<file path="src/hw/rtl/assert_macros.svh">
// ----------------------------------------------------------------------------
// Assertion macros
// Concurrent assertion wrappers that compile away when SYNTH is defined.
// ----------------------------------------------------------------------------
`ifndef ASSERT_MACROS_SVH
`define ASSERT_MACROS_SVH
`ifndef SYNTH
// Same-cycle implication, disabled while reset is asserted.
`define ASSERT_IMPLIES(label, clk, rst_n, ante, cons) \
	label: assert property (@(posedge clk) disable iff (!rst_n) (ante) |-> (cons)) \
		else $error("same-cycle implication failed");
// Next-cycle implication, disabled while reset is asserted.
`define ASSERT_NEXT(label, clk, rst_n, ante, cons) \
	label: assert property (@(posedge clk) disable iff (!rst_n) (ante) |=> (cons)) \
		else $error("next-cycle implication failed");
`else
`define ASSERT_IMPLIES(label, clk, rst_n, ante, cons)
`define ASSERT_NEXT(label, clk, rst_n, ante, cons)
`endif
`endif

</file>
<file path="src/hw/rtl/fsoc_pkg.sv">
// ----------------------------------------------------------------------------
// fsoc_pkg
// Shared types and constants of the first-seen-order frequency counter.
// ----------------------------------------------------------------------------
package fsoc_pkg;

	localparam int TABLE_DEPTH = 64;
	localparam int SLOT_W      = 6;
	localparam int TOTAL_W     = 7;
	localparam int VALUE_W     = 6;
	localparam int CNT_OUT_W   = 16;

	// Commands from the controller to the datapath.
	typedef struct packed {
		logic capture;
		logic insert;
		logic read_count;
		logic incr;
		logic emit;
		logic clear;
	} cmd_t;

	// Status from the datapath to the controller.
	typedef struct packed {
		logic in_range;
		logic seen;
		logic full;
		logic empty;
		logic last;
		logic emit_done;
	} status_t;

endpackage

</file>
<file path="src/hw/rtl/fsoc_ctrl.sv">
// ----------------------------------------------------------------------------
// fsoc_ctrl
// Sequencing state machine: update of one request, then the emission walk.
// ----------------------------------------------------------------------------
module fsoc_ctrl (
	input  logic              clk,
	input  logic              arst_n,
	input  logic              start,
	input  fsoc_pkg::status_t status,
	output fsoc_pkg::cmd_t    cmd,
	output logic              busy
);

	typedef enum logic [1:0] {
		ST_IDLE,
		ST_UPDATE,
		ST_INCR,
		ST_EMIT
	} state_t;

	state_t state_q;
	state_t state_d;
	logic   busy_q;

	always_comb begin
		cmd     = '0;
		state_d = state_q;
		case (state_q)
			ST_IDLE: begin
				if (start) begin
					cmd.capture = 1'b1;
					state_d     = ST_UPDATE;
				end
			end
			ST_UPDATE: begin
				if (status.in_range && status.seen) begin
					cmd.read_count = 1'b1;
					state_d        = ST_INCR;
				end else if (status.in_range && !status.full) begin
					cmd.insert = 1'b1;
					state_d    = status.last ? ST_EMIT : ST_IDLE;
				end else if (status.last && !status.empty) begin
					state_d = ST_EMIT;
				end else if (status.last) begin
					cmd.clear = 1'b1;
					state_d   = ST_IDLE;
				end else begin
					state_d = ST_IDLE;
				end
			end
			ST_INCR: begin
				cmd.incr = 1'b1;
				state_d  = status.last ? ST_EMIT : ST_IDLE;
			end
			ST_EMIT: begin
				cmd.emit = 1'b1;
				if (status.emit_done) begin
					cmd.clear = 1'b1;
					state_d   = ST_IDLE;
				end
			end
			default: begin
				state_d = ST_IDLE;
			end
		endcase
	end

	always_ff @(posedge clk or negedge arst_n) begin
		if (!arst_n) begin
			state_q <= ST_IDLE;
			busy_q  <= 1'b0;
		end else begin
			state_q <= state_d;
			busy_q  <= (state_d != ST_IDLE);
		end
	end

	assign busy = busy_q;

endmodule

</file>
<file path="src/hw/rtl/fsoc_dp.sv">
// ----------------------------------------------------------------------------
// fsoc_dp
// Datapath: seen map, slot tables, count memory and the result registers.
// ----------------------------------------------------------------------------
module fsoc_dp #(
	parameter int VALUE_RANGE = 64,
	parameter int COUNT_BITS  = 16
) (
	input  logic                                clk,
	input  logic                                arst_n,
	input  logic [fsoc_pkg::VALUE_W-1:0]        sample_value,
	input  logic                                set_end,
	input  fsoc_pkg::cmd_t                      cmd,
	output fsoc_pkg::status_t                   status,
	output logic                                result_valid,
	output logic [fsoc_pkg::VALUE_W-1:0]        distinct_value,
	output logic [fsoc_pkg::CNT_OUT_W-1:0]      occurrence_count,
	output logic                                final_pair
);

	localparam int VAL_IDX_W = $clog2(VALUE_RANGE);
	localparam logic [COUNT_BITS-1:0] CNT_MAX = {COUNT_BITS{1'b1}};

	// Captured request.
	logic [fsoc_pkg::VALUE_W-1:0] v_q;
	logic                         last_q;
	logic [fsoc_pkg::SLOT_W-1:0]  slot_q;

	// Control state.
	logic [VALUE_RANGE-1:0]       seen_q;
	logic [fsoc_pkg::TOTAL_W-1:0] total_q;
	logic [fsoc_pkg::SLOT_W-1:0]  emit_idx_q;
	logic                         strobe_q;
	logic                         final_q;

	// Memories and their read registers.
	logic [fsoc_pkg::SLOT_W-1:0]  slot_mem [VALUE_RANGE];
	logic [fsoc_pkg::VALUE_W-1:0] value_mem [fsoc_pkg::TABLE_DEPTH];
	logic [COUNT_BITS-1:0]        cnt_mem [fsoc_pkg::TABLE_DEPTH];
	logic [fsoc_pkg::VALUE_W-1:0] val_rd_q;
	logic [COUNT_BITS-1:0]        cnt_rd_q;

	logic [VAL_IDX_W-1:0]         in_idx;
	logic [fsoc_pkg::SLOT_W-1:0]  new_slot;
	logic [fsoc_pkg::SLOT_W-1:0]  cnt_wr_addr;
	logic [fsoc_pkg::SLOT_W-1:0]  cnt_rd_addr;
	logic [COUNT_BITS-1:0]        cnt_wr_data;
	logic                         emit_done;

	assign in_idx      = v_q[VAL_IDX_W-1:0];
	assign new_slot    = total_q[fsoc_pkg::SLOT_W-1:0];
	assign cnt_wr_addr = cmd.insert ? new_slot : slot_q;
	assign cnt_rd_addr = cmd.emit ? emit_idx_q : slot_q;
	assign cnt_wr_data = cmd.insert ? COUNT_BITS'(1) :
		((cnt_rd_q == CNT_MAX) ? cnt_rd_q : cnt_rd_q + COUNT_BITS'(1));
	assign emit_done   = ((fsoc_pkg::TOTAL_W'(emit_idx_q) + fsoc_pkg::TOTAL_W'(1)) == total_q);

	assign status.in_range  = (fsoc_pkg::TOTAL_W'(v_q) < fsoc_pkg::TOTAL_W'(VALUE_RANGE));
	assign status.seen      = seen_q[in_idx];
	assign status.full      = (total_q == fsoc_pkg::TOTAL_W'(fsoc_pkg::TABLE_DEPTH));
	assign status.empty     = (total_q == '0);
	assign status.last      = last_q;
	assign status.emit_done = emit_done;

	// Request capture and slot lookup, issued on the accepting edge.
	always_ff @(posedge clk) begin
		if (cmd.capture) begin
			v_q    <= sample_value;
			last_q <= set_end;
			slot_q <= slot_mem[sample_value[VAL_IDX_W-1:0]];
		end
		if (cmd.insert) begin
			slot_mem[in_idx] <= new_slot;
		end
	end

	always_ff @(posedge clk) begin
		if (cmd.insert) begin
			value_mem[new_slot] <= v_q;
		end
		if (cmd.emit) begin
			val_rd_q <= value_mem[emit_idx_q];
		end
	end

	always_ff @(posedge clk) begin
		if (cmd.insert || cmd.incr) begin
			cnt_mem[cnt_wr_addr] <= cnt_wr_data;
		end
		if (cmd.read_count || cmd.emit) begin
			cnt_rd_q <= cnt_mem[cnt_rd_addr];
		end
	end

	always_ff @(posedge clk or negedge arst_n) begin
		if (!arst_n) begin
			seen_q     <= '0;
			total_q    <= '0;
			emit_idx_q <= '0;
			strobe_q   <= 1'b0;
			final_q    <= 1'b0;
		end else begin
			if (cmd.clear) begin
				seen_q     <= '0;
				total_q    <= '0;
				emit_idx_q <= '0;
			end else begin
				if (cmd.insert) begin
					seen_q[in_idx] <= 1'b1;
					total_q        <= total_q + fsoc_pkg::TOTAL_W'(1);
				end
				if (cmd.emit) begin
					emit_idx_q <= emit_idx_q + fsoc_pkg::SLOT_W'(1);
				end
			end
			strobe_q <= cmd.emit;
			final_q  <= cmd.emit && emit_done;
		end
	end

	assign result_valid     = strobe_q;
	assign distinct_value   = val_rd_q;
	assign occurrence_count = fsoc_pkg::CNT_OUT_W'(cnt_rd_q);
	assign final_pair       = final_q;

endmodule

</file>
<file path="src/hw/rtl/first_seen_order_frequency_count_core.sv">
// A first-seen value takes lookup and write; a repeated value lookup, count read and write.
// A new request is taken only once the current one, and any walk that it starts, is done.
// A marked request adds one result per cycle for each distinct value, then clears the set.
// The receiver cannot stall: each result is shown for exactly one cycle under result_valid.
// Reset (arst_n low) clears the seen map, the slot total and the controller at once.
// ----------------------------------------------------------------------------
// first_seen_order_frequency_count_core
// Histogram of small values, reported in order of first appearance.
// ----------------------------------------------------------------------------
`include "assert_macros.svh"

module first_seen_order_frequency_count_core #(
	parameter int VALUE_RANGE = 64,
	parameter int COUNT_BITS  = 16
) (
	input  logic                           clk,
	input  logic                           arst_n,
	input  logic                           start,
	output logic                           busy,
	input  logic [fsoc_pkg::VALUE_W-1:0]   sample_value,
	input  logic                           set_end,
	output logic                           result_valid,
	output logic [fsoc_pkg::VALUE_W-1:0]   distinct_value,
	output logic [fsoc_pkg::CNT_OUT_W-1:0] occurrence_count,
	output logic                           final_pair
);

	// The controller sequences each request through a lookup of the value's
	// slot, an optional read of the slot count, and any write back of either
	// a fresh slot or the incremented count. A request that carries set_end
	// then walks every used slot, one result per cycle, and the last walk
	// step clears the seen map and the slot total for the next set.
	fsoc_pkg::cmd_t    cmd;
	fsoc_pkg::status_t status;

	fsoc_ctrl u_ctrl (
		.clk    (clk),
		.arst_n (arst_n),
		.start  (start),
		.status (status),
		.cmd    (cmd),
		.busy   (busy)
	);

	// The datapath holds the seen map in flip-flops so that the whole map clears
	// at once, and keeps the slot index per value, the value per slot and the
	// count per slot in memories. Counts saturate at all ones; the result
	// port carries the low sixteen bits of a count.
	fsoc_dp #(
		.VALUE_RANGE (VALUE_RANGE),
		.COUNT_BITS  (COUNT_BITS)
	) u_dp (
		.clk              (clk),
		.arst_n           (arst_n),
		.sample_value     (sample_value),
		.set_end          (set_end),
		.cmd              (cmd),
		.status           (status),
		.result_valid     (result_valid),
		.distinct_value   (distinct_value),
		.occurrence_count (occurrence_count),
		.final_pair       (final_pair)
	);

	// An accepted request always makes the block busy in the cycle after it is taken.
	`ASSERT_NEXT(a_accept_busy, clk, arst_n, start && !busy, busy)
	// The final flag only appears together with a result.
	`ASSERT_IMPLIES(a_final_with_valid, clk, arst_n, final_pair, result_valid)
	// Results of one set come out as an unbroken burst that ends on the final pair.
	`ASSERT_NEXT(a_burst_contiguous, clk, arst_n, result_valid && !final_pair, result_valid)
	// While a burst is still running the block refuses new requests.
	`ASSERT_IMPLIES(a_burst_busy, clk, arst_n, result_valid && !final_pair, busy)

endmodule

</file>
<file path="config.mk">
export PLATFORM = sky130hd
export DESIGN_NAME = first_seen_order_frequency_count_core
export DESIGN_NICKNAME = d
export VERILOG_FILES = /design/src/hw/rtl/fsoc_pkg.sv /design/src/hw/rtl/fsoc_ctrl.sv /design/src/hw/rtl/fsoc_dp.sv /design/src/hw/rtl/first_seen_order_frequency_count_core.sv
export VERILOG_INCLUDE_DIRS = /design/src /design/src/hw/rtl
export SDC_FILE = /design/constraint.sdc
export NUM_CORES = 2
export LEC_CHECK = 0
export ABC_CLOCK_PERIOD_IN_PS = 7100
export BUFFER_PORTS_ARGS = -buffer_cell sky130_fd_sc_hd__buf_2
export CAP_MARGIN = 20
export CORE_AREA = 4 4 492 494
export CTS_BUF_LIST = sky130_fd_sc_hd__clkbuf_16
export DETAILED_ROUTE_END_ITERATION = 7
export DIE_AREA = 0 0 496 498
export SYNTH_ARGS = -nofsm -noshare
export SYNTH_HDL_FRONTEND = slang
export SYNTH_SLANG_ARGS = --single-unit
</file>
<file path="constraint.sdc">
create_clock -name clk -period 7.1 [get_ports clk]
set_input_delay 0.355 -clock clk [delete_from_list [all_inputs] [get_ports clk]]
set_output_delay 0.355 -clock clk [all_outputs]
set_load 0.01 [all_outputs]
</file>
After elaboration in Yosys (flattened, before gate mapping)

Memories as Yosys holds them, arrays and structs flattened. A register that Yosys moved wholly into a read port is not among the register bits.
Index checks and enable logic that the tools add are counted.

Register bits: 89
Bits in writable memories: 1792
Input bits: 10
Output and inout port bits: 25
Word-level logic and storage cells: 75
Memories kept: 3

Memories:

| name           | words | bits a word | rd ports | clocked after Yosys merged registers in | write ports | line          | source |
|---|---|---|---|---|---|---|---|
| u_dp.cnt_mem   | 64    | 16          | 1        | 1                                       | 1           | fsoc_dp.sv:39 | `logic [COUNT_BITS-1:0] cnt_mem [fsoc_pkg::TABLE_DEPTH];` |
| u_dp.slot_mem  | 64    | 6           | 1        | 1                                       | 1           | fsoc_dp.sv:37 | `logic [fsoc_pkg::SLOT_W-1:0] slot_mem [VALUE_RANGE];` |
| u_dp.value_mem | 64    | 6           | 1        | 1                                       | 1           | fsoc_dp.sv:38 | `logic [fsoc_pkg::VALUE_W-1:0] value_mem [fsoc_pkg::TABLE_DEPTH];` |

Add/sub/neg operators: 4
$lt $le $gt $ge: 2
Eq/ne operators: 6
Muxes and demuxes: 39
Bitwise logic cells: 1
Reductions and logical operators: 11

Operators with widths:

| kind                  | number |
|---|---|
| $mux 64               | 2 |
| $or 64x64->64         | 1 |
| $mux 16               | 2 |
| $mux 6                | 4 |
| $mux 1                | 18 |
| $add 16x1->16 const B | 1 |
| $eq 16x16->1 const B  | 1 |
| $mux 2                | 7 |
| $mux 7                | 2 |
| $pmux 2 s4            | 1 |
| $add 6x1->7 const B   | 1 |
| $add 7x1->7 const B   | 1 |
| $eq 7x7->1            | 1 |
| $eq 7x7->1 const B    | 1 |
| $logic_not 7->1       | 1 |
| $lt 6x7->1 const B    | 1 |
| $add 6x1->6 const B   | 1 |
| $bmux 1 s6            | 1 |
| $demux 1 s6           | 1 |
| $ge 6x1->1 const B    | 1 |
| $reduce_bool 2->1     | 3 |
| $eq 2x2->1 const B    | 2 |
| $logic_and 1x1->1     | 3 |
| $eq 2x1->1 const B    | 1 |
| 4 further kinds       | 5 |

Logic depth before layout (Yosys ltp)

Word-level depth: 8
Mapped depth: 12
Depth with buffers taken out: 10

Hierarchy

A second synthesis with hierarchy kept.

Cell total of the unflattened synthesis: 5739
Area, all modules: 80514.7 µm²

Modules (own cells, without submodules):

| module    | times used | cells an instance | area an instance (µm²) | sequential area each (µm²) |
|---|---|---|---|---|
| fsoc_dp   | 1          | 5712              | 80277.0                | 56839.5 |
| fsoc_ctrl | 1          | 27                | 237.7                  | 75.1 |

Least setup slack after synthesis

OpenSTA, ideal clock, no wires.

Path type: flip-flop to flip-flop
Start: register u_dp.v_q (netlist bit u_dp.in_idx[1])
End: memory u_dp.cnt_mem[0][15] (data pin)
Setup time: 768 ps
Data arrival time: 5201 ps
Data required time: 6332 ps
Path slack: 1131 ps
Cell stages (with the launch flop): 9
Path buffers: 2
Period minus slack after synthesis: 5969 ps
Path through: edfxtp_1 -> buf_2 -> nor2b_1 -> a22oi_1 -> a311oi_1 -> or3b_1 -> nor3_1 -> clkbuf_1 -> a311oi_1

Word-level cells in the longest chain between the ends: 5

Ends and longest elaborated chain:

| item                           | line            | source |
|---|---|---|
| start, declared                | fsoc_dp.sv:25   | `logic [fsoc_pkg::VALUE_W-1:0] v_q;` |
| start signal, assigned         | fsoc_dp.sv:68   | `v_q <= sample_value;` |
| $bmux 1 s6                     | fsoc_dp.sv:59   | `assign status.seen = seen_q[in_idx];` |
| $mux 1 (implied by the code)   | fsoc_dp.sv:59   |  |
| $mux 1                         | fsoc_ctrl.sv:36 | `if (status.in_range && status.seen) begin` |
| $mux 2                         | fsoc_ctrl.sv:28 | `case (state_q)` |
| $mux 16                        | fsoc_dp.sv:54   | `assign cnt_wr_data = cmd.insert ? COUNT_BITS'(1) :` |
| named net u_dp.cnt_wr_data[15] | fsoc_dp.sv:47   | `logic [COUNT_BITS-1:0] cnt_wr_data;` |
| end, declared                  | fsoc_dp.sv:39   |  |

The timed path passes the listed nets, and every way through them passes these cells. The select of a mux whose other input is x is not followed.

Worst setup path in the final report

Start: register u_dp.v_q (netlist bit u_dp.in_idx[2])
End: memory u_dp.cnt_mem[7][11] (enable)

Word-level cells in the longest chain between the ends: 7
Elaborated cells on any way between the ends: 8
Those cells by class: mux: 7; reduce/logical: 1

Ends and longest elaborated chain:

| item                           | line            | source |
|---|---|---|
| $bmux 1 s6 *                   | fsoc_dp.sv:59   |  |
| $mux 1 (implied by the code) * | fsoc_dp.sv:59   |  |
| $mux 1 *                       | fsoc_ctrl.sv:36 |  |
| $mux 2 *                       | fsoc_ctrl.sv:28 |  |
| $logic_or 1x1->1               | fsoc_dp.sv:87   | `if (cmd.insert \|\| cmd.incr) begin` |
| $mux 1                         | fsoc_dp.sv:87   |  |
| $mux 1 (implied by the code)   | fsoc_dp.sv:88   | `cnt_mem[cnt_wr_addr] <= cnt_wr_data;` |

Every way passes the cells marked *; elsewhere a longest branch is shown, timed or not. The select of a mux whose other input is x is not followed.

==> results.txt <==
----------------------------------------------------
[Run status]
  Run status ... completed

[Routing]
  Routed vias ... 39200
  Average via count per standard cell ... 5.21
  Met2 wirelength from detailed routing ... 90.8 mm
  Drt drc ... 0
  Wire length on met1 ... approximately 80 mm
  Uppermost signal routing layer after detailed routing ... met5
  Starting DRC count in detailed routing ... 4243
  Total Routed Length ... 192 mm
  Detailed Routing Iterations Pass 1 ... 5
  Routed wire per std cell ... 25.4 um
  Routed length on met3 ... roughly 15 mm
  Antenna viol nets, final ... 0

[CTS]
  Clock tree from TritonCTS ... built
  Buffer type at the clock tree root ... sky130_fd_sc_hd__clkbuf_16
  Clock transition at the registers of the reported paths ... 0.06 ns
  Number of instances resized during post-cts repair ... 0
  Number of levels in the clock H-tree ... 4
  Number of sinks on the clock net ... about 1900
  Insertion delay to the later sink of the worst-skew pair ... 0.83 ns
  Maximum buffer depth of the clock tree ... 3
  Setup fix buffers added after clock tree synthesis ... 0
  Clock buffer count from CTS ... 185

[Layout]
  Synth-to-Final Area Change ... 14.0%
  Share of layout cells above drive strength 1 ... 0.201
  Final nets ... 4217
  Filler Cells Inserted ... 21900
  Post-layout instance area ... 86400 um2

[Timing]
  Endpoints failing setup ... 0
  Fmax achieved ... 189 MHz
  Worst Clk Skew ... 0.0568 ns
  Max-slew violation count ... 0
  Unrepaired setup endpoints after global routing ... false
  Setup TNS ... 0 ns
  Post-layout min period ... around 5.3 ns
  Final period utilization ... 0.747
  Final Hold Vio Count ... 0
  Remaining max-slew budget at the tightest pin ... 0.241
  Actual slew at the worst max-slew pin ... 1.14 ns

[Yosys]
  Dominant cell by count in the synthesized netlist ... sky130_fd_sc_hd__edfxtp_1
  Count of flip-flops with a built-in enable after synthesis ... 1827
  Largest cells by area after synthesis ... sky130_fd_sc_hd__edfxtp_1 (72%), sky130_fd_sc_hd__mux4_2 (10%), sky130_fd_sc_hd__mux2i_1 (3.2%)
  Flip-flop cell with the highest count after synthesis ... sky130_fd_sc_hd__edfxtp_1
  Number of different library cells in the post-synthesis netlist ... 66
  Async SR Flop Fraction ... 0.0430
  Net count of the mapped netlist ... 4142
  Mean area per synthesized cell ... 18.4 um2
  Most frequent cells after synthesis ... sky130_fd_sc_hd__edfxtp_1 (1827), sky130_fd_sc_hd__nand2_1 (359), sky130_fd_sc_hd__mux4_2 (349), sky130_fd_sc_hd__mux2i_1 (240), sky130_fd_sc_hd__nor2_1 (161)
  Number of register bits inferred by synthesis ... around 1900
  Syn Inst Count ... 4128
  Register area share after synthesis ... 0.751
  Post-Syn Area ... 75800 um2
  Post-synth top area share ... 0.724
  Cell taking the most area after synthesis ... sky130_fd_sc_hd__edfxtp_1
  Number of warnings issued by yosys ... 0

[Global route]
  GRT Util Overall ... 0.152
  Total gr overflow ... 0
  Global-route wire length before repair ... ~280 mm
  Number of global-route vias before repair ... 38900
  Antenna violations before repair ... 8
  Pin count of the biggest net entering global routing ... 159

[Power and ir drop]
  Peak supply drop ... 449 uV
  Leakage power summed over all cells ... 27.2 nW
  P per Cell Area ... between 300 and 400 nW/um2

[Job]
  Count of maximum capacitance violations ... 0

[Critical path]
  Critical path data required time ... 7.53 ns
  Top fanout value on the critical path ... 30
  Critical Path Sink Type ... flop
  CP peak stage delay ... 0.96 ns
  Kind of critical path ... reg -> reg
  Worst setup SP type ... flop
  Cell type of the slowest stage on the worst timing path ... sky130_fd_sc_hd__a22oi_2
  Crit-path cells ... buf_4 -> mux2_1 -> o22ai_1 -> nor3_1 -> or4_4 -> nor3_2 -> buf_4 -> nand2b_1 -> a22oi_2
  Cell type with the highest occurrence count on the critical path ... sky130_fd_sc_hd__buf_4
  CP Data Arrival Time ... around 5.7 ns
  Worst flop-to-flop path startpoint ... u_dp.in_idx[2]$_DFFE_PP_
  Source of the critical timing path ... u_dp.in_idx[2]$_DFFE_PP_

[Min path]
  Worst hold path startpoint ... start
  Path class of the lowest-slack min-delay path ... in -> reg

[Floorplanning]
  Total Die Area ... 247000 um2
  I/O pins ... 35
  DIE WIDTH ... roughly 500 um
  Std-Cell Rows ... 179
  Starting density of the core ... 0.319
  Die extent in y ... 498 um
  Core area ... 237000 um2

[Placed design]
  Detailed Place HPWL ... 115 mm
  Quantity of I/O buffers inserted on ports ... 34
  Routability congestion estimate ... 0.831
  Area post-placement ... 80300 um2

----------------------------------------------------
==> critical path, delay by kind of cell, from the launching register on <==
| family | cells | cell delay, ns |
|---|---|---|
| AOI/OAI and AO/OA | 2 | 1.09 |
| buffers and inverters | 2 | 1.03 |
| DFF | 1 | 0.73 |
| muxes | 1 | 0.37 |
| and+or+nand+nor | 4 | 1.62 |
==> kinds of logic after synthesis <==
logic type,share of synthesized area
xor gates and xnor gates,0.00219
DFF,0.751
buffers and inverters,0.0158
and+or+nand+nor,0.0530
adders and majority gates,0.000660
AOI/OAI and AO/OA,0.0414
muxes,0.136
==> cells in the final DEF (no fill, tap or decap), types with 34 or more instances in the layout <==
cell and count:
sky130_fd_sc_hd__nand3_1 94, sky130_fd_sc_hd__o22ai_2 42, sky130_fd_sc_hd__nand2_1 356, sky130_fd_sc_hd__inv_1 55
sky130_fd_sc_hd__mux4_2 349, sky130_fd_sc_hd__buf_4 96, sky130_fd_sc_hd__o21ai_0 63, sky130_fd_sc_hd__nor2_1 151
sky130_fd_sc_hd__and2_1 70, sky130_fd_sc_hd__edfxtp_1 1827, sky130_fd_sc_hd__clkbuf_16 186, sky130_fd_sc_hd__a211oi_1 96
sky130_fd_sc_hd__dfrtp_1 73, sky130_fd_sc_hd__o21a_1 41, sky130_fd_sc_hd__nor3_1 39, sky130_fd_sc_hd__clkinv_1 41
sky130_fd_sc_hd__a31oi_1 34, sky130_fd_sc_hd__clkinv_2 41, sky130_fd_sc_hd__a21oi_1 34, sky130_fd_sc_hd__mux2i_1 237
==> per-layer routing <==
layer | vias up | GRT usage
met5 | - | 0
met4 | 4 | 0.0441
met3 | 280 | 0.0325
met2 | 1503 | 0.239
met1 | 20600 | 0.213
li1 | 16800 | -
==> worst paths after layout <==
kind | slack (ns) | to | cells after the start
worst max-delay path | 1.80 | u_dp.cnt_mem[7][11]$_DFFE_PP_ | 9
worst min-delay path | 0.06 | u_dp.last_q$_DFFE_PP_ | 2
worst max register to register | 1.80 | u_dp.cnt_mem[7][11]$_DFFE_PP_ | 9
worst min register to register | 0.48 | u_dp.seen_q[39]$_DFFE_PN0P_ | 2
max in group asynchronous | 6.34 | u_dp.seen_q[6]$_DFFE_PN0P_ | 4
min in group asynchronous | 0.10 | u_dp.seen_q[46]$_DFFE_PN0P_ | 3
==> sequential cells by signal, indices dropped and copies added (netlist names) <==
register	flops
u_dp.emit_idx_q	6
u_dp.last_q	1
u_dp.distinct_value	6
u_dp.result_valid	1
u_dp.total_q	7
u_dp.final_pair	1
u_dp.in_idx	6
u_dp.slot_mem	384
u_dp.seen_q	64
u_ctrl.busy	1
u_ctrl.state_q	2
u_dp.occurrence_count	16
u_dp.value_mem	384
u_dp.cnt_mem	1024
u_dp.slot_q	6
==> metrics by stage <==
stage	setup slack (ns)	hold slack (ns)	total power, mW	std cells	utilization
2_1_floorplan	1.13	0.0594	20.6	4128	-
3_5_place_dp	1.91	0.160	24.6	7171	0.338
3_3_place_gp	1.96	0.157	24.4	7164	0.338
6_report	1.80	0.0637	33.9	7530	0.364
4_1_cts	1.89	0.106	34.1	7519	0.364
5_1_grt	1.66	0.0260	35.2	7528	0.364
==> final cells by class <==
cell class,instances,area [um2],area share
repair buffers,152,1250,0.0145
well taps,3167,3960,0.0458
inverters,17,63.8,0.000738
clock buffers,186,4650,0.0538
clock inverters,157,1300,0.0150
multi-input cells,1938,18300,0.211
flip-flops and latches,1909,56900,0.659
diodes,4,10.0,0.000116
==> timing repair <==
action                                  4_1_cts  5_1_grt
hold endpoints to repair                     85        0
endpoints found under the setup margin        0        0
hold buffers                                  5        0
==> where the power goes <==
| part | switching [mW] | leakage (nW) | internal, mW |
|---|---|---|---|
| clock | 4.27 | 3.08 | 5.34 |
| sequential | 0.378 | 17.5 | 14.6 |
| combinational | 6.55 | 6.64 | 2.72 |
Power figures use the tool's default switching activity.
